`src/sv/dqp_pkg.sv`:
```
// Shared types and constants for the DNS question parser.
// No dependencies; used by every other file of the block.

package dqp_pkg;

   localparam int MAX_PACKET_DEFAULT = 1024;

   localparam int LEN_W = 11;
   localparam int POS_W = 11;

   // result kinds
   localparam logic [1:0] KIND_CHAR   = 2'd0;
   localparam logic [1:0] KIND_ACCEPT = 2'd1;
   localparam logic [1:0] KIND_REJECT = 2'd2;

   // query type codes on accept
   localparam logic [1:0] QTYPE_A   = 2'd0;
   localparam logic [1:0] QTYPE_V6  = 2'd1;
   localparam logic [1:0] QTYPE_ALL = 2'd2;

   // header and label limits
   localparam logic [LEN_W-1:0] MIN_LENGTH   = 11'd12;
   localparam logic [LEN_W-1:0] TAIL_BYTES   = 11'd5;
   localparam logic [POS_W-1:0] COUNT_HI_POS = 11'd4;
   localparam logic [POS_W-1:0] COUNT_LO_POS = 11'd5;
   localparam logic [POS_W-1:0] LAST_HDR_POS = 11'd11;
   localparam logic [7:0]       LABEL_LIMIT  = 8'd64;
   localparam logic [7:0]       TYPE_CODE_A    = 8'h01;
   localparam logic [7:0]       TYPE_CODE_AAAA = 8'h1c;
   localparam logic [7:0]       TYPE_CODE_ANY  = 8'hff;
   localparam logic [7:0]       DOT_CHAR       = 8'h2e;

   typedef struct packed {
      logic             start_of_packet;
      logic [7:0]       byte_value;
      logic [LEN_W-1:0] packet_length;
   } req_type;

   typedef struct packed {
      logic [1:0] result_kind;
      logic [7:0] name_char;
      logic [1:0] query_type;
   } rsp_type;

   typedef struct packed {
      logic    valid;
      rsp_type data;
   } step_result_type;

endpackage

```
`src/sv/dqp_parse_core.sv`:
```
// Parse state and one-byte step of the DNS question parser.
// Depends on dqp_pkg.

module dqp_parse_core #(
   parameter int MaxPacket = dqp_pkg::MAX_PACKET_DEFAULT
) (
   input  logic                     clock,
   input  logic                     reset,
   input  logic                     step_en,
   input  dqp_pkg::req_type         item,
   output dqp_pkg::step_result_type result
);

   typedef enum logic [2:0] {
      PH_IDLE, PH_HEADER, PH_LEN_FIRST, PH_LEN_NEXT,
      PH_LABEL, PH_TYPE_HI, PH_TYPE_LO, PH_DONE
   } phase_type;

   localparam int LW = dqp_pkg::LEN_W;

   phase_type      phase_ff, phase_in;
   logic [LW-1:0]  pos_ff, pos_in;
   logic [LW-1:0]  len_ff, len_in;
   logic [5:0]     lrem_ff, lrem_in;
   logic [7:0]     type_hi_ff, type_hi_in;
   logic [7:0]     count_hi_ff, count_hi_in;

   phase_type      ph;
   logic [LW-1:0]  len, lim;
   logic [LW:0]    label_end, pos_next;
   logic [5:0]     lrem_dec;
   logic           bad_length, found, emit;
   logic [1:0]     kind, qtype;
   logic [7:0]     ch, b;

   always_comb begin
      b = item.byte_value;
      // a start byte reloads the packet context before anything else
      if (item.start_of_packet) begin
         ph = PH_HEADER;
         len = item.packet_length;
         pos_in = '0;
         lrem_in = '0;
         type_hi_in = '0;
         count_hi_in = '0;
      end else begin
         ph = phase_ff;
         len = len_ff;
         pos_in = pos_ff;
         lrem_in = lrem_ff;
         type_hi_in = type_hi_ff;
         count_hi_in = count_hi_ff;
      end
      len_in = len;
      phase_in = ph;
      bad_length = item.start_of_packet &&
         (len < dqp_pkg::MIN_LENGTH || 32'(len) > 32'(MaxPacket));
      lim = len - dqp_pkg::TAIL_BYTES;
      label_end = {1'b0, pos_in} + 12'd1 + 12'(b);
      pos_next = {1'b0, pos_in} + 12'd1;
      lrem_dec = lrem_in - 6'd1;
      emit = 1'b0;
      found = 1'b0;
      kind = dqp_pkg::KIND_CHAR;
      ch = '0;
      qtype = dqp_pkg::QTYPE_A;

      if (bad_length) begin
         emit = 1'b1;
         kind = dqp_pkg::KIND_REJECT;
         phase_in = PH_DONE;
      end else if (ph != PH_IDLE && ph != PH_DONE) begin
         unique case (ph)
            PH_HEADER: begin
               if (pos_in == dqp_pkg::COUNT_HI_POS) begin
                  count_hi_in = b;
               end else if (pos_in == dqp_pkg::COUNT_LO_POS) begin
                  if ({count_hi_in, b} != 16'd1) begin
                     emit = 1'b1;
                     kind = dqp_pkg::KIND_REJECT;
                  end
               end
               if (pos_in >= dqp_pkg::LAST_HDR_POS) phase_in = PH_LEN_FIRST;
            end
            PH_LEN_FIRST, PH_LEN_NEXT: begin
               // after a label a zero byte terminates even at the limit
               if (ph == PH_LEN_NEXT && b == 8'd0) begin
                  phase_in = PH_TYPE_HI;
               end else if (pos_in >= lim || b >= dqp_pkg::LABEL_LIMIT ||
                            label_end > {1'b0, lim}) begin
                  emit = 1'b1;
                  kind = dqp_pkg::KIND_REJECT;
               end else if (b == 8'd0) begin
                  phase_in = PH_TYPE_HI;
               end else begin
                  if (ph == PH_LEN_NEXT) begin
                     emit = 1'b1;
                     ch = dqp_pkg::DOT_CHAR;
                  end
                  lrem_in = b[5:0];
                  phase_in = PH_LABEL;
               end
            end
            PH_LABEL: begin
               emit = 1'b1;
               ch = b;
               lrem_in = lrem_dec;
               if (lrem_dec == 6'd0) phase_in = PH_LEN_NEXT;
            end
            PH_TYPE_HI: begin
               type_hi_in = b;
               phase_in = PH_TYPE_LO;
            end
            default: begin
               emit = 1'b1;
               found = type_hi_in == 8'd0;
               priority if (found && b == dqp_pkg::TYPE_CODE_A) begin
                  kind = dqp_pkg::KIND_ACCEPT;
                  qtype = dqp_pkg::QTYPE_A;
               end else if (found && b == dqp_pkg::TYPE_CODE_AAAA) begin
                  kind = dqp_pkg::KIND_ACCEPT;
                  qtype = dqp_pkg::QTYPE_V6;
               end else if (found && b == dqp_pkg::TYPE_CODE_ANY) begin
                  kind = dqp_pkg::KIND_ACCEPT;
                  qtype = dqp_pkg::QTYPE_ALL;
               end else begin
                  kind = dqp_pkg::KIND_REJECT;
               end
            end
         endcase
         // last byte with no verdict yet turns into a reject
         if (!(emit && kind != dqp_pkg::KIND_CHAR) && pos_next >= {1'b0, len}) begin
            emit = 1'b1;
            kind = dqp_pkg::KIND_REJECT;
            ch = '0;
         end
         if (emit && kind != dqp_pkg::KIND_CHAR) phase_in = PH_DONE;
         if (pos_in != {LW{1'b1}}) pos_in = pos_next[LW-1:0];
      end

      result.valid = emit;
      result.data.result_kind = kind;
      result.data.name_char = (kind == dqp_pkg::KIND_CHAR) ? ch : 8'd0;
      result.data.query_type = (kind == dqp_pkg::KIND_ACCEPT) ? qtype : dqp_pkg::QTYPE_A;
   end

   always_ff @(posedge clock) begin
      if (reset) begin
         phase_ff <= PH_IDLE;
         pos_ff <= '0;
         len_ff <= '0;
         lrem_ff <= '0;
         type_hi_ff <= '0;
         count_hi_ff <= '0;
      end else if (step_en) begin
         phase_ff <= phase_in;
         pos_ff <= pos_in;
         len_ff <= len_in;
         lrem_ff <= lrem_in;
         type_hi_ff <= type_hi_in;
         count_hi_ff <= count_hi_in;
      end
   end

endmodule

```
`src/sv/dns_question_parser.sv`:
```
// A request taken into the input register is stepped by the parse core, and its
// result is registered. Throughput: one request per cycle while rsp is not stalled;
// parse step between input and result registers; state updates once per byte.
// Bytes that produce no result leave nothing on the response channel.
// Reset (synchronous, active high) empties both registers and sets the parser idle.
// Top level of the DNS question parser; depends on dqp_pkg and dqp_parse_core.

module dns_question_parser #(
   parameter int MaxPacket = dqp_pkg::MAX_PACKET_DEFAULT
) (
   input  logic             clock,
   input  logic             reset,
   input  logic             req_valid,
   output logic             req_stall,
   input  dqp_pkg::req_type req_data,
   output logic             rsp_valid,
   input  logic             rsp_stall,
   output dqp_pkg::rsp_type rsp_data
);

   logic                     in_valid_ff, in_valid_in;
   dqp_pkg::req_type         in_data_ff;
   logic                     rsp_valid_ff, rsp_valid_in;
   dqp_pkg::rsp_type         rsp_data_ff;
   logic                     advance, step_en, req_take;
   dqp_pkg::step_result_type step_res;

   assign advance = !rsp_valid_ff || !rsp_stall;
   assign step_en = in_valid_ff && advance;
   assign req_stall = in_valid_ff && !advance;
   assign req_take = req_valid && !req_stall;
   assign in_valid_in = req_take || (in_valid_ff && !advance);
   assign rsp_valid_in = advance ? (step_en && step_res.valid) : rsp_valid_ff;

   dqp_parse_core #(.MaxPacket(MaxPacket)) u_core (
      .clock   (clock),
      .reset   (reset),
      .step_en (step_en),
      .item    (in_data_ff),
      .result  (step_res)
   );

   always_ff @(posedge clock) begin
      if (reset) begin
         in_valid_ff <= 1'b0;
         rsp_valid_ff <= 1'b0;
      end else begin
         in_valid_ff <= in_valid_in;
         rsp_valid_ff <= rsp_valid_in;
      end
      if (req_take) in_data_ff <= req_data;
      if (step_en && step_res.valid) rsp_data_ff <= step_res.data;
   end

   assign rsp_valid = rsp_valid_ff;
   assign rsp_data = rsp_data_ff;

endmodule

```
`config.mk`:
```
export PLATFORM = sky130hd
export DESIGN_NAME = dns_question_parser
export DESIGN_NICKNAME = d
export VERILOG_FILES = /design/src/sv/dqp_pkg.sv /design/src/sv/dqp_parse_core.sv /design/src/sv/dns_question_parser.sv
export SDC_FILE = /design/constraint.sdc
export NUM_CORES = 1
export LEC_CHECK = 0
export BUFFER_PORTS_ARGS = -buffer_cell sky130_fd_sc_hd__buf_2
export CORE_MARGIN = 4
export CORE_UTILIZATION = 65
export DETAILED_ROUTE_END_ITERATION = 16
export GPL_TIMING_DRIVEN = 0
export PLACE_DENSITY_LB_ADDON = 0.25
export SYNTH_ARGS = -nofsm -noshare
export SYNTH_HDL_FRONTEND = slang
export SYNTH_SLANG_ARGS = --single-unit
```
`constraint.sdc`:
```
create_clock -name clock -period 9.9 [get_ports clock]
set_input_delay 1.98 -clock clock [delete_from_list [all_inputs] [get_ports clock]]
set_output_delay 1.98 -clock clock [all_outputs]
set_load 0.01 [all_outputs]
```
# After elaboration in Yosys (flattened, before gate mapping)
# Cells that the tools add are included.
# Widths: inputs -> output; s select.
# word_totals
out_inout_bits	14
wordCells	147
regBits	81
# op_classes
n_lt_le_gt_ge	7
bitwise	3
mux	69
reduce_logical	35
n_eq_ne	14
add_sub_neg	4
# op_table
operator	count
$mux 8	12
$mux 11	5
$mux 6	7
$mux 2	16
$mux 3	8
$eq 11x3->1 const B	2
$logic_not 8->1	2
$mux 1	16
$ne 16x1->1 const B	1
$pmux 8 s2	1
$logic_and 1x1->1	13
$add 11x1->12 const B	1
$add 12x8->12	1
$ge 12x11->1	1
$gt 12x11->1	1
$pmux 3 s4	1
$pmux 6 s2	1
$ge 11x11->1	1
$ge 11x4->1 const B	1
$gt 11x11->1 const B	1
$lt 11x4->1 const B	1
$ne 11x11->1 const B	1
$sub 11x3->11 const B	1
$reduce_or 10->1	1
22 further kinds	36

# Depth between registers and ports, before layout
# Gate-level depths: netlist of the first run.
# depth
word_depth	22
mapped_depth	22
depth_no_buf	20

# Hierarchy
# Synthesis of the first run repeated with hierarchy kept, for this count alone.
# hier_totals
cells_unflattened	637
area_unflattened_um2	5617.9
# modules_own_cells
module	cells_each	instances	area_each_um2
dqp_parse_core	593	1	4563.1
dns_question_parser	44	1	1054.8

# Worst setup path before layout of the first run
# No wires, ideal clock.
# synth_path
path_type	reg-to-reg
from	register in_data_ff[19] (netlist bit)
to	register rsp_data_ff (netlist bit rsp_data[0]), enable pin
path_buffers	4
path_stages_with_launch	22
required_ps	9520
path_slack_ps	4765
arrival_ps	4755
cell_sequence	edfxtp_1 > buf_6 > buf_2 > buf_1 > clkbuf_1 > nor2b_1 > ha_1 > inv_1 > fa_1 > a21o_1 > a21oi_1 > o21bai_1 > a21oi_1 > o21ai_0 > xor2_1 > ha_1 > nor2_1 > o31ai_1 > o31a_1 > o31ai_1 > and3_1 > nor2_1
# synth_between
elab_chain_len	20
elab_cells_between_ends	66
classes_between	add/sub: 3; order compare: 5; eq/ne: 9; mux: 31; reduce/logical: 18
# synth_lines
item	line	rtl
start, declared	dns_question_parser.sv:22	dqp_pkg::req_type in_data_ff;
start signal, assigned	dns_question_parser.sv:51	if (req_take) in_data_ff <= req_data;
$mux 11	dqp_parse_core.sv:39	if (item.start_of_packet) begin
$add 11x1->12 / $sub 11x3->11 (equally long branches)	dqp_parse_core.sv:59, dqp_parse_core.sv:60, dqp_parse_core.sv:58	
$add 12x8->12 / $ge 11x11->1 (equally long branches)	dqp_parse_core.sv:59, dqp_parse_core.sv:89	
$gt 12x11->1 / $logic_or 1x1->1 (equally long branches)	dqp_parse_core.sv:90, dqp_parse_core.sv:89	
$logic_or 1x1->1	dqp_parse_core.sv:89	end else if (pos_in >= lim || b >= dqp_pkg::LABEL_LIMIT ||
$mux 2	dqp_parse_core.sv:89	
$mux 2	dqp_parse_core.sv:87	if (ph == PH_LEN_NEXT && b == 8'd0) begin
$pmux 2 s3	dqp_parse_core.sv:73	unique case (ph)
[... 4 more ...]	-	
$logic_not 1->1	dqp_parse_core.sv:132	if (!(emit && kind != dqp_pkg::KIND_CHAR) && pos_next >= {1'b0, len}) begin
$logic_and 1x1->1	dqp_parse_core.sv:132	
$mux 1	dqp_parse_core.sv:132	
$mux 1	dqp_parse_core.sv:72	end else if (ph != PH_IDLE && ph != PH_DONE) begin
$mux 1	dqp_parse_core.sv:68	if (bad_length) begin
$mux 1	dqp_parse_core.sv:72	
$mux 1 *	dqp_parse_core.sv:68	
$logic_and 1x1->1 *	dns_question_parser.sv:52	if (step_en && step_res.valid) rsp_data_ff <= step_res.data;
end signal, assigned	dns_question_parser.sv:52	
end, declared	dns_question_parser.sv:24	dqp_pkg::rsp_type rsp_data_ff;
# Mark *: on every way between the ends. The rest lies on a longest branch, timed or not. The select of a mux whose other input is x is not followed.
# A chain may end at the register's enable or synchronous reset.

# Worst setup path after layout of the first run
# layout_path
from	register in_data_ff[19] (netlist bit)
to	register rsp_data_ff (netlist bit rsp_data[3]) (data pin)
# layout_between
elab_chain_len	22
elab_cells_between_ends	74
classes_between	add/sub: 3; order compare: 5; eq/ne: 9; mux: 36; bitwise: 2; reduce/logical: 19
# layout_lines
item	line	rtl
$mux 11	dqp_parse_core.sv:39	
$add 11x1->12 / $sub 11x3->11 (equally long branches)	dqp_parse_core.sv:59, dqp_parse_core.sv:60, dqp_parse_core.sv:58	
$add 12x8->12 / $ge 11x11->1 (equally long branches)	dqp_parse_core.sv:59, dqp_parse_core.sv:89	
$gt 12x11->1 / $logic_or 1x1->1 (equally long branches)	dqp_parse_core.sv:90, dqp_parse_core.sv:89	
$logic_or 1x1->1	dqp_parse_core.sv:89	
$mux 2	dqp_parse_core.sv:89	
$mux 2	dqp_parse_core.sv:87	
$pmux 2 s3	dqp_parse_core.sv:73	
[... 6 more ...]	-	
$mux 2	dqp_parse_core.sv:132	
$mux 2	dqp_parse_core.sv:72	
$mux 2	dqp_parse_core.sv:68	
$mux 2	dqp_parse_core.sv:72	
$mux 2	dqp_parse_core.sv:68	
$logic_not 2->1	dqp_parse_core.sv:143	result.data.name_char = (kind == dqp_pkg::KIND_CHAR) ? ch : 8'd0;
$not 1->1 (no line)	-	
$reduce_or 4->1 (no line)	-	
# Parallel ways exist; a longest one is shown, timed or not. The select of a mux whose other input is x is not followed.

==> results by group, run 1 <==
Run status
  – Status: complete, no violations

Setup path
  – FF-to-FF End: rsp_data[3]
  – Crit start category: flip-flop
  – Critical path data required time: 10.11 ns
  – Reg2Reg Depth: 21
  – Worst reg2reg startpoint: in_data_ff[19]
  – Worst-path cell chain: buf_6, buf_2, buf_1, clkbuf_1, nor2b_1, ha_1, xnor2_1, ha_1, a21o_1, a21oi_1, o21bai_1, a21oi_1, o21ai_0, xor2_1, ha_1, nor2_1, o31ai_1, o31a_1, nor4_2, nand3_1, a21oi_1
  – Worst-path maximum fanout: 10
  – Setup crit end kind: flip-flop
  – Slowest CP cell: nor4_2
  – Kind of critical path: reg2reg
  – Crit path DAT: 7.41 ns
  – CP peak stage delay: 0.87 ns
  – R2R setup slack: 2.70 ns

Timing
  – Setup ws final: 2.70 ns
  – Setup tns final: 0 ns
  – Slew @ Worst Pin: 0.944 ns
  – Fmax: 0.139 GHz
  – Clk_skew: 0.0164 ns
  – Crit share post-route: 0.727
  – Slew margin rel.: 0.365
  – Crit path time final: 7.20 ns
  – RSZ-0062 raised after global routing: no
  – Setup-failing EPs final: 0
  – Slew Limit Fails: 0
  – Hold Vio Cnt, Final: 0

Cells and area
  – Share of layout cells above drive strength 1: 0.108
  – Area grow syn2layout: 10.3%
  – Diodes inserted: 0
  – Nets@finish: 727

Floorplanning
  – Die area: 0.00988 mm2
  – Die Y: 99.4 um
  – Initial Utilization: 0.664
  – Chip width: 99.4 um
  – Num ports: 38
  – Row Count: 33
  – Core ar.: 0.00818 mm2

Logic synthesis
  – Synthesized flop and latch total: 81
  – Mapped Area: 0.00543 mm2
  – Synth top cells by count: nor2_1 (64), nand2_1 (54), dfxtp_1 (49)
  – Mapped Cells: 605
  – Post-synth EDFFs: 32
  – Synth async-reset ratio: 0
  – Yosys top cell area share: 0.181
  – Mean Syn Cell Area: 8.97 um2
  – Sequential fraction of the synthesis area: 0.358
  – Most numerous cell in the Yosys netlist: nor2_1
  – Top cells by area, synth: dfxtp_1 (18%), edfxtp_1 (18%), ha_1 (11%)
  – Post-synth top flop: dfxtp_1
  – Ys Warns: 0
  – Synth unique cells: 68
  – Synth area leader: dfxtp_1
  – Post-synthesis net count: 678

Power and ir drop
  – VDD IR max: 0.000109 V
  – PwrDens: 134 mW/mm2
  – Power, Total: 803 uW
  – Leak: 0.00245 uW

Drt
  – Via count: 5007
  – DRC violation count after routing: 0
  – Met3 WL: 1370 um
  – Met1 wire length: 6490 um
  – Initial DRC count: 500
  – Drt pass-1 iters: 8
  – Vias per cell: 6.55
  – Met2 wire length: 7250 um
  – Detailed Route WL: 15500 um
  – Drt wl/cell: 20.3 um
  – Antenna viol nets, final: 0
  – Top sig layer: met4

Place
  – Routability cong.: 0.957
  – I/O Buffers: 37
  – DP HPWL: 11300 um
  – Setup WS pre-CTS: 2.99 ns

Clocking
  – Post-CTS sizing: 0
  – CTS Buf Count: 9
  – Clock buffer depth: 2
  – Clock-pin slew on the worst setup and hold paths: 0.10 ns
  – # H-tree levels: 3
  – CTS tree: done
  – # Post-CTS Setup Buffers: 0
  – Worst-Skew Late Latency: 0.37 ns
  – Clock root buffer: clkbuf_8
  – Hold_buf cts: 0
  – CTS sink cnt: 81

Hold path
  – Worst Min Path Start: u_core.len_ff[3]
  – Hold depth: 2
  – Hold Path End: u_core.len_ff[3]
  – Min-Delay Path Class: reg2reg

GRT
  – Wire length of the first global-routing pass: 24700 um
  – Gr ovfl total: 0
  – Number of global-route vias before repair: 4850
  – Total GRT Usage: 0.321
  – Initial antenna violation count: 0
  – Largest net degree at the start of global routing: 21

Flow run
  – MaxCap Viol Count: 0
metal layers:
| metal | up-vias | global-route usage |
|---|---|---|
| met4 | 0 | 0.144 |
| met5 | - | 0 |
| li1 | 2338 | - |
| met1 | 2348 | 0.422 |
| met3 | 46 | 0.0568 |
| met2 | 275 | 0.517 |
registers in the layout, indices dropped and copies added (netlist names):
signal	flops
in_data_ff	20
u_core.lrem_ff	6
u_core.len_ff	11
rsp_data	12
u_core.pos_ff	11
u_core.count_hi_ff	8
u_core.type_hi_ff	8
in_valid_ff	1
rsp_valid	1
u_core.phase_ff	3
how the worst max path moves through the flow:
stage / slack, ns / to / depth (start not counted) / from
6_report: 2.70 / rsp_data[3] / 21 / in_data_ff[19]
2_1_floorplan: 4.76 / rsp_data[0] / 21 / in_data_ff[19]
4_1_cts: 2.91 / rsp_data[3] / 21 / in_data_ff[19]
3_5_place_dp: 2.99 / rsp_data[3] / 21 / in_data_ff[19]
5_1_grt: 2.46 / rsp_data[3] / 21 / in_data_ff[19]
3_3_place_gp: 3.18 / rsp_data[3] / 20 / in_data_ff[19]
worst max-delay path: cells and delay by family, from the launching register on:
kind	cells	cell delay (ns)
AOI/OAI and AO/OA	8	1.81
and+or+nand+nor	4	1.66
buffers and inverters	4	1.65
adders and majority gates	3	1.00
xor gates and xnor gates	2	0.50
DFF	1	0.42
cells in the final DEF (no fill, tap or decap), types with 6 or more instances in the layout:
cell / synthesis / routed
xnor2_1: 20 / 20
and2_1: 7 / 7
xor2_1: 12 / 12
nor4_1: 6 / 6
nand3_1: 17 / 17
buf_2: 1 / 38
a22oi_1: 19 / 19
nor2b_1: 16 / 15
inv_1: 15 / 15
a211oi_1: 22 / 22
nand2_1: 54 / 54
clkbuf_8: 0 / 9
mux2i_1: 15 / 15
ha_1: 48 / 48
clkbuf_1: 20 / 20
o211ai_1: 10 / 10
buf_1: 6 / 6
nor2_1: 64 / 64
edfxtp_1: 32 / 32
dfxtp_1: 49 / 49
o21ai_0: 16 / 16
a21o_1: 7 / 7
o31ai_1: 9 / 9
nor3_1: 17 / 17
and3_1: 11 / 11
a21oi_1: 32 / 32
logic make-up after synthesis:
family          after synthesis  synth area share
simple gates                228             0.217
compound gates              152             0.192
flops                        81             0.358
fa+ha+maj                    49             0.114
buf+inv                      45            0.0332
xor+xnor                     32            0.0516
mux                          18            0.0343
area by class of cell:
cell class	count	area (um2)
multi-input cells	479	3310
clock inverters	5	48.8
plain buffers	30	124
clock buffers	11	174
repair buffers	38	200
inverters	15	56.3
flip-flops and latches	81	1940
well taps	105	131
fillers	651	2190
where the power goes:
group          switching [uW]  total [uW]  internal (uW)
logic                     103         163           59.3
clock network             140         267            127
registers                12.7         373            361
total                     256         803            547
stage by stage:
| stage | util | instance area (um2) | cells | hold WS [ns] |
|---|---|---|---|---|
| 2_1_floorplan | - | 5430 | 605 | 0.463 |
| 3_5_place_dp | 0.705 | 5760 | 748 | 0.488 |
| 5_1_grt | 0.732 | 5990 | 764 | 0.522 |
| 4_1_cts | 0.732 | 5990 | 764 | 0.503 |
| 6_report | 0.732 | 5990 | 764 | 0.502 |
| 3_3_place_gp | 0.703 | 5750 | 747 | 0.481 |
No activity file was read; power rests on OpenSTA's default activity.
==> inputs of run 2 (changes only) <==
--- a/config.mk
+++ b/config.mk
@@ -7,7 +7,7 @@
 export LEC_CHECK = 0
 export BUFFER_PORTS_ARGS = -buffer_cell sky130_fd_sc_hd__buf_2
 export CORE_MARGIN = 4
-export CORE_UTILIZATION = 65
+export CORE_UTILIZATION = 61
 export DETAILED_ROUTE_END_ITERATION = 16
 export GPL_TIMING_DRIVEN = 0
 export PLACE_DENSITY_LB_ADDON = 0.25
==> constraint.sdc (replaced) <==
create_clock -name clock -period 6.8 [get_ports clock]
set_input_delay 1.36 -clock clock [delete_from_list [all_inputs] [get_ports clock]]
set_output_delay 1.36 -clock clock [all_outputs]
set_load 0.01 [all_outputs]
==> results by group, run 2 (synthesis results as in run 1) <==
Clocking
  – Clock root buffer: clkbuf_8
  – # H-tree levels: 3 (unchanged)
  – CTS sink cnt: 81 (unchanged)
  – Worst-Skew Late Latency: 0.38 ns (about the same)
  – Clock-pin slew on the worst setup and hold paths: 0.09 ns (about the same)
  – CTS tree: done
  – Hold_buf cts: 0 (unchanged)
  – Clock buffer depth: 2 (unchanged)
  – CTS Buf Count: 9 (unchanged)

Setup path
  – Slowest CP cell: buf_1
  – Kind of critical path: reg2reg
  – Crit path DAT: 6.58 ns (-0.83 ns)
  – Crit start category: flip-flop
  – Worst-path maximum fanout: 12 (+2)
  – Critical path data required time: 6.81 ns (-3.30 ns)
  – Worst-path cell chain: buf_6, buf_2, buf_1, clkbuf_2, clkbuf_1, nor2_1, ha_1, a21oi_1, o211ai_1, a31oi_1, nor3_1, o32a_1, ha_1, nand3_1, a211oi_1, o31a_1, o31ai_1, and3_1, nor2_2
  – R2R setup slack: 0.23 ns (-2.47 ns)
  – CP peak stage delay: 0.57 ns (-0.30 ns)
  – Most numerous cell on the critical path: ha_1
  – Setup crit end kind: flip-flop

Run status
  – Status: complete, no violations

Cells and area
  – Fin util: 0.690 (-0.0424)
  – Max reg flops: 20 (unchanged)
  – Share of layout cells above drive strength 1: 0.112 (+0.00455)
  – Reg with most FFs: in_data_ff
  – Layout filler cell count: 730 (+12%)
  – Sequential Area: 0.00194 mm2 (unchanged)
  – Diodes inserted: 0 (unchanged)
  – Area grow syn2layout: 10.3% (unchanged)
  – Most frequent cells in the layout: nor2_1 (63), nand2_1 (54), dfxtp_1 (49)
  – Area of the multi-input gates: 0.00333 mm2 (+0.49%)
  – Nets@finish: 727 (unchanged)
  – Commonest non-fill, non-tap cell in the layout: nor2_1

Power and ir drop
  – VDD IR max: 0.000130 V (+19%)
  – Leak: 0.00244 uW (-0.22%)
  – PwrDens: 191 mW/mm2 (+42%)
  – Power, Total: 1140 uW (+42%)

Drt
  – Via count: 4981 (-0.52%)
  – Antenna viol nets, final: 0 (unchanged)
  – Vias per cell: 6.49 (-0.91%)
  – Detailed Route WL: 14800 um (-4.5%)
  – Drt wl/cell: 19.3 um (-4.9%)
  – DRC violation count after routing: 0 (unchanged)
  – Drt pass-1 iters: 5 (-3)
  – Initial DRC count: 495 (-1.0%)

Timing
  – Crit path time final: 6.57 ns (-0.635 ns)
  – Slew margin rel.: 0.411 (+0.0458)
  – Crit share post-route: 0.966 (+0.238)
  – Fmax: 0.152 GHz (+9.7%)
  – Hold Vio Cnt, Final: 0 (unchanged)
  – Slew Limit Fails: 0 (unchanged)
  – Setup-failing EPs final: 0 (unchanged)
  – Slew @ Worst Pin: 0.877 ns (-0.0675 ns)
  – Clk_skew: 0.0220 ns (+0.00558 ns)
  – Hold Slack: 0.504 ns (+0.00222 ns)
  – RSZ-0062 raised after global routing: no

GRT
  – Gr ovfl total: 0 (unchanged)
  – Number of global-route vias before repair: 4633 (-4.5%)
  – Total GRT Usage: 0.290 (-0.0303)
  – Initial antenna violation count: 0 (unchanged)
  – Wire length of the first global-routing pass: 23300 um (-5.5%)
  – Largest net degree at the start of global routing: 21 (unchanged)

Floorplanning
  – Die Y: 102 um (+3.0%)
  – Die area: 0.0105 mm2 (+6.0%)
  – Initial Utilization: 0.626 (-0.0385)
  – Row Count: 34 (+3.0%)
  – Chip width: 102 um (+3.0%)
  – Num ports: 38 (unchanged)
  – Core ar.: 0.00868 mm2 (+6.2%)

Place
  – Routability cong.: 1.04 (+8.8%)
  – DP HPWL: 10900 um (-3.9%)
  – I/O Buffers: 37 (unchanged)

Hold path
  – Min-Delay Path Class: reg2reg

Flow run
  – MaxCap Viol Count: 0 (unchanged)
## run 2: path summary, 6_finish.rpt
| check | start | to | depth (start not counted) |
|---|---|---|---|
| worst max-delay path | in_data_ff[19] | rsp_data[11] | 19 |
| worst min-delay path | in_valid_ff | rsp_valid | 2 |
| worst max register to register | in_data_ff[19] | rsp_data[11] | 19 |
| worst min register to register | in_valid_ff | rsp_valid | 2 |
## run 2: power breakdown
group	internal, uW	switching (uW)
Sequential	525	18.7
Combinational	86.6	144
Clock	162	206
Total	774	369
## run 2: cell type report
type	instances	share of cell area
plain buffers	30	0.0209
flip-flops and latches	81	0.324
repair buffers	38	0.0334
clock inverters	6	0.00878
inverters	15	0.00941
multi-input cells	479	0.556
clock buffers	10	0.0249
well taps	108	0.0226
## run 2: repair_timing
| item | CTS | global route |
|---|---|---|
| buffers inserted | 0 | 0 |
| resized for setup | 1 | 4 |
| setup endpoints to repair | 12 | 29 |
## run 2: critical path: cells and delay by family, from the launching register on
family | cells | cell delay, ns
AND/OR/NAND/NOR | 5 | 1.20
adder cells (fa/ha/maj) | 2 | 0.65
flip-flops | 1 | 0.40
buffers and inverters | 5 | 1.99
AO/OA/AOI/OAI | 7 | 1.95
## run 2: per-stage QoR
step | setup slack (ns) | instances | instance area, um2 | setup TNS, ns
6_report | 0.234 | 767 | 5990 | 0
5_1_grt | 0.0650 | 767 | 5990 | 0
4_1_cts | 0.0596 | 767 | 5970 | 0
3_5_place_dp | -0.0124 | 751 | 5770 | -0.146
3_3_place_gp | 0.162 | 750 | 5750 | 0
2_1_floorplan | 1.66 | 605 | 5430 | 0
## run 2: routing by layer
layer / track usage / part of all wire
met3: 0.0587 / 0.087
met4: 0.107 / 0.029
met2: 0.461 / 0.47
met1: 0.393 / 0.42
met5: 0 / 0
==> inputs of run 3 (changes only) <==
--- a/config.mk
+++ b/config.mk
@@ -7,10 +7,11 @@
 export LEC_CHECK = 0
 export BUFFER_PORTS_ARGS = -buffer_cell sky130_fd_sc_hd__buf_2
 export CORE_MARGIN = 4
-export CORE_UTILIZATION = 61
+export CORE_UTILIZATION = 56
 export DETAILED_ROUTE_END_ITERATION = 16
 export GPL_TIMING_DRIVEN = 0
 export PLACE_DENSITY_LB_ADDON = 0.25
 export SYNTH_ARGS = -nofsm -noshare
 export SYNTH_HDL_FRONTEND = slang
+export SYNTH_HIERARCHICAL = 1
 export SYNTH_SLANG_ARGS = --single-unit
==> constraint.sdc (replaced) <==
create_clock -name clock -period 5.7 [get_ports clock]
set_input_delay 1.14 -clock clock [delete_from_list [all_inputs] [get_ports clock]]
set_output_delay 1.14 -clock clock [all_outputs]
set_load 0.01 [all_outputs]
==> results by group, run 3 <==
Cells and area
  – Most frequent cells in the layout: nor2_1 (79), dfxtp_1 (49), nand2_1 (48)
  – Non-Filler Instances: 833 (+8.6%)
  – Layout filler cell count: 848 (+16%)
  – Share of layout cells above drive strength 1: 0.167 (+0.0549)
  – Design area: 0.00654 mm2 (+9.2%)
  – Fin util: 0.669 (-0.0208)
  – Commonest non-fill, non-tap cell in the layout: nor2_1
  – Nets@finish: 770 (+5.9%)
  – Reg with most FFs: in_data_ff
  – Diodes inserted: 0 (unchanged)
  – Area grow syn2layout: 16.4%
  – Max reg flops: 20 (unchanged)

Setup path
  – Worst-path maximum fanout: 12 (unchanged)
  – Critical path data required time: 5.84 ns (-0.97 ns)
  – Reg2Reg Depth: 26 (+7)
  – Kind of critical path: reg2reg
  – Worst path top cell family by delay: compound AO/OA/AOI/OAI gates
  – CP Buf/Inv Count: 6 (+1)
  – Crit start category: flip-flop
  – R2R setup slack: 0.14 ns (-0.09 ns)
  – FF-to-FF End: rsp_data[8]
  – Worst setup path startpoint: in_data_ff[19]
  – Most numerous cell on the critical path: a21o_1
  – CP endpoint: rsp_data[8]
  – Setup crit end kind: flip-flop
  – Crit path DAT: 5.70 ns (-0.88 ns)
  – Worst reg2reg startpoint: in_data_ff[19]
  – Levels on crit path: 26 (+7)
  – Slowest CP cell: edfxtp_1
  – CP peak stage delay: 0.50 ns (-0.07 ns)

Logic synthesis
  – Synthesized flop and latch total: 81 (unchanged)
  – Synth unique cells: 69 (+1.5%)
  – Synth top cells by count: nor2_1 (81), ha_1 (50), nand2_1 (50)
  – Top cells by area, synth: dfxtp_1 (17%), edfxtp_1 (17%), ha_1 (11%)
  – Ys Warns: 6 (+6)
  – Most numerous cell in the Yosys netlist: nor2_1
  – Yosys top cell area share: 0.175 (-0.00608)
  – Post-synth top flop: dfxtp_1
  – Mapped Area: 0.00562 mm2 (+3.5%)
  – Synth area leader: dfxtp_1
  – Sequential fraction of the synthesis area: 0.346 (-0.0120)
  – Post-synth EDFFs: 32 (unchanged)
  – Mapped Cells: 637 (+5.3%)
  – Post-synthesis net count: 712 (+5.0%)
  – Mean Syn Cell Area: 8.82 um2 (-1.7%)
  – Synth async-reset ratio: 0 (unchanged)

Floorplanning
  – Chip width: 108 um (+5.7%)
  – Die Y: 108 um (+5.7%)
  – Initial Utilization: 0.575 (-0.0508)
  – Num ports: 38 (unchanged)
  – Die area: 0.0117 mm2 (+12%)
  – Core ar.: 0.00977 mm2 (+13%)
  – Row Count: 36 (+5.9%)

Timing
  – Slew Limit Fails: 0 (unchanged)
  – Hold Vio Cnt, Final: 0 (unchanged)
  – Setup-failing EPs final: 0 (unchanged)
  – Crit path time final: 5.56 ns (-1.01 ns)
  – Setup ws final: 0.144 ns (-0.0901 ns)
  – Clk_skew: 0.0137 ns (-0.00832 ns)
  – Crit share post-route: 0.975 (+0.00917)
  – Slew @ Worst Pin: 1.08 ns (+0.199 ns)
  – Fmax: 0.180 GHz (+18%)
  – Slew margin rel.: 0.277 (-0.134)

Clocking
  – CTS sink cnt: 81 (unchanged)
  – CTS Buf Count: 9 (unchanged)
  – Clock buffer depth: 2 (unchanged)
  – # H-tree levels: 3 (unchanged)
  – Worst-Skew Late Latency: 0.37 ns (about the same)
  – Clock-pin slew on the worst setup and hold paths: 0.09 ns (about the same)
  – CTS tree: done
  – Clock root buffer: clkbuf_8

Drt
  – Initial DRC count: 543 (+9.7%)
  – DRC violation count after routing: 0 (unchanged)
  – Drt wl/cell: 19.9 um (+2.9%)
  – Vias per cell: 6.39 (-1.6%)
  – Antenna viol nets, final: 0 (unchanged)
  – Via count: 5324 (+6.9%)
  – Drt pass-1 iters: 11 (+6)
  – Detailed Route WL: 16600 um (+12%)

GRT
  – GR Layer Usage met1: 0.357 (-0.0353)
  – Total GRT Usage: 0.293 (+0.00258)
  – Gr ovfl total: 0 (unchanged)
  – GRT met2 Usage: 0.512 (+0.0507)
  – Global routing's busiest layer: met2
  – Met3 Usage GRT: 0.0472 (-0.0115)
  – Wire length of the first global-routing pass: 26500 um (+14%)
  – Number of global-route vias before repair: 5184 (+12%)
  – Initial antenna violation count: 0 (unchanged)
  – Largest net degree at the start of global routing: 20 (-4.8%)

Place
  – DP HPWL: 12100 um (+12%)
  – Setup WS pre-CTS: -1.04 ns (-1.03 ns)
  – Dpl cells: 808 (+7.6%)
  – DP Area: 0.00604 mm2 (+4.7%)
  – Routability cong.: 0.946 (-9.2%)
  – I/O Buffers: 37 (unchanged)

Hold path
  – Worst Min Path Start: u_core/len_ff[8]
  – Min-Delay Path Class: reg2reg

Power and ir drop
  – Leak: 0.00266 uW (+9.1%)
  – VDD IR max: 0.000165 V (+27%)
  – PwrDens: 230 mW/mm2 (+20%)
  – Power, Total: 1500 uW (+31%)

Flow run
  – MaxCap Viol Count: 0 (unchanged)

Run status
  – Status: complete, no violations
[run 3: cell types whose count changed in the layout (fill, tap and decap cells not counted), moves of 5 or more]
cell | previous run | this run
o21ai_0 | 16 | 24
nand2b_1 | 3 | 14
nor2b_1 | 15 | 9
xnor2_1 | 20 | 15
buf_4 | 0 | 13
inv_1 | 15 | 21
nor2_1 | 63 | 79
and3_1 | 11 | 5
nand2_1 | 54 | 48
o31ai_1 | 8 | 2
[run 3: how the worst min path moves through the flow]
| stage | end | cells after the start |
|---|---|---|
| 3_3_place_gp | u_core/len_ff[10] | 2 |
| 2_1_floorplan | u_core/len_ff[10] | 2 |
| 3_5_place_dp | u_core/len_ff[10] | 2 |
| 6_report | u_core/len_ff[8] | 2 |
| 5_1_grt | u_core/len_ff[1] | 2 |
| 4_1_cts | u_core/len_ff[10] | 2 |
[run 3: power breakdown]
| group | switching, uW | internal, uW | total [uW] |
|---|---|---|---|
| clock | 244 | 299 | 544 |
| sequential | 22.9 | 624 | 647 |
| combinational | 187 | 123 | 310 |
| total | 454 | 1050 | 1500 |
[run 3: area by class of cell]
cell class / instances / area, um2 / share of cell area
Buffer: 30 / 155 / 0.0237
Clock buffer: 9 / 124 / 0.0189
Clock inverter: 7 / 133 / 0.0203
Inverter: 22 / 82.6 / 0.0126
Multi-Input combinational cell: 501 / 3610 / 0.552
Sequential cell: 81 / 1940 / 0.297
Tap cell: 133 / 166 / 0.0254
Timing Repair Buffer: 50 / 328 / 0.0501
[run 3: worst register-to-register path: stages (launching register included)]
cell and delay, ns:
edfxtp_1 0.50, buf_6 0.20, buf_8 0.15, or2b_4 0.28
ha_4 0.29, inv_2 0.06, fa_2 0.36, a21o_1 0.17
a21o_1 0.19, a21o_1 0.21, a2111oi_4 0.31, nor3_2 0.11
xnor2_1 0.14, ha_1 0.34, a21oi_2 0.16, nand2_2 0.09
a2111oi_4 0.38, a221oi_2 0.14, nor4_4 0.28, buf_4 0.19
o21ai_2 0.08, nor3_1 0.17, o21ai_1 0.08, buf_4 0.18
nand2_2 0.09, a21oi_4 0.04, buf_12 0.15
[run 3: kinds of logic after synthesis]
kind of cell,after synthesis,share of synthesized area
compound gates,167,0.205
mux,13,0.0232
buf+inv,55,0.0423
simple gates,240,0.222
fa+ha+maj,52,0.117
xor+xnor,29,0.0452
flops,81,0.346
[run 3: what timing repair did]
action | 4_1_cts | 5_1_grt
pin swaps | 5 | 9
cloned | 1 | 0
gates resized for setup | 17 | 12
setup buffers | 9 | 2
endpoints found under the setup margin | 34 | 34
hold buffers | 0 | 0
[run 3: per-layer routing]
metal | vias up | part of all wire
li1 | 2475 | -
met1 | 2541 | 0.40
met2 | 248 | 0.49
met3 | 60 | 0.071
met4 | 0 | 0.036
met5 | - | 0
[run 3: through the flow]
step | hold slack, ns | TNS [ns]
2_1_floorplan | 0.462 | 0
3_3_place_gp | 0.471 | -27.71
3_5_place_dp | 0.484 | -32.18
4_1_cts | 0.499 | 0
5_1_grt | 0.520 | -0.194
6_report | 0.498 | 0
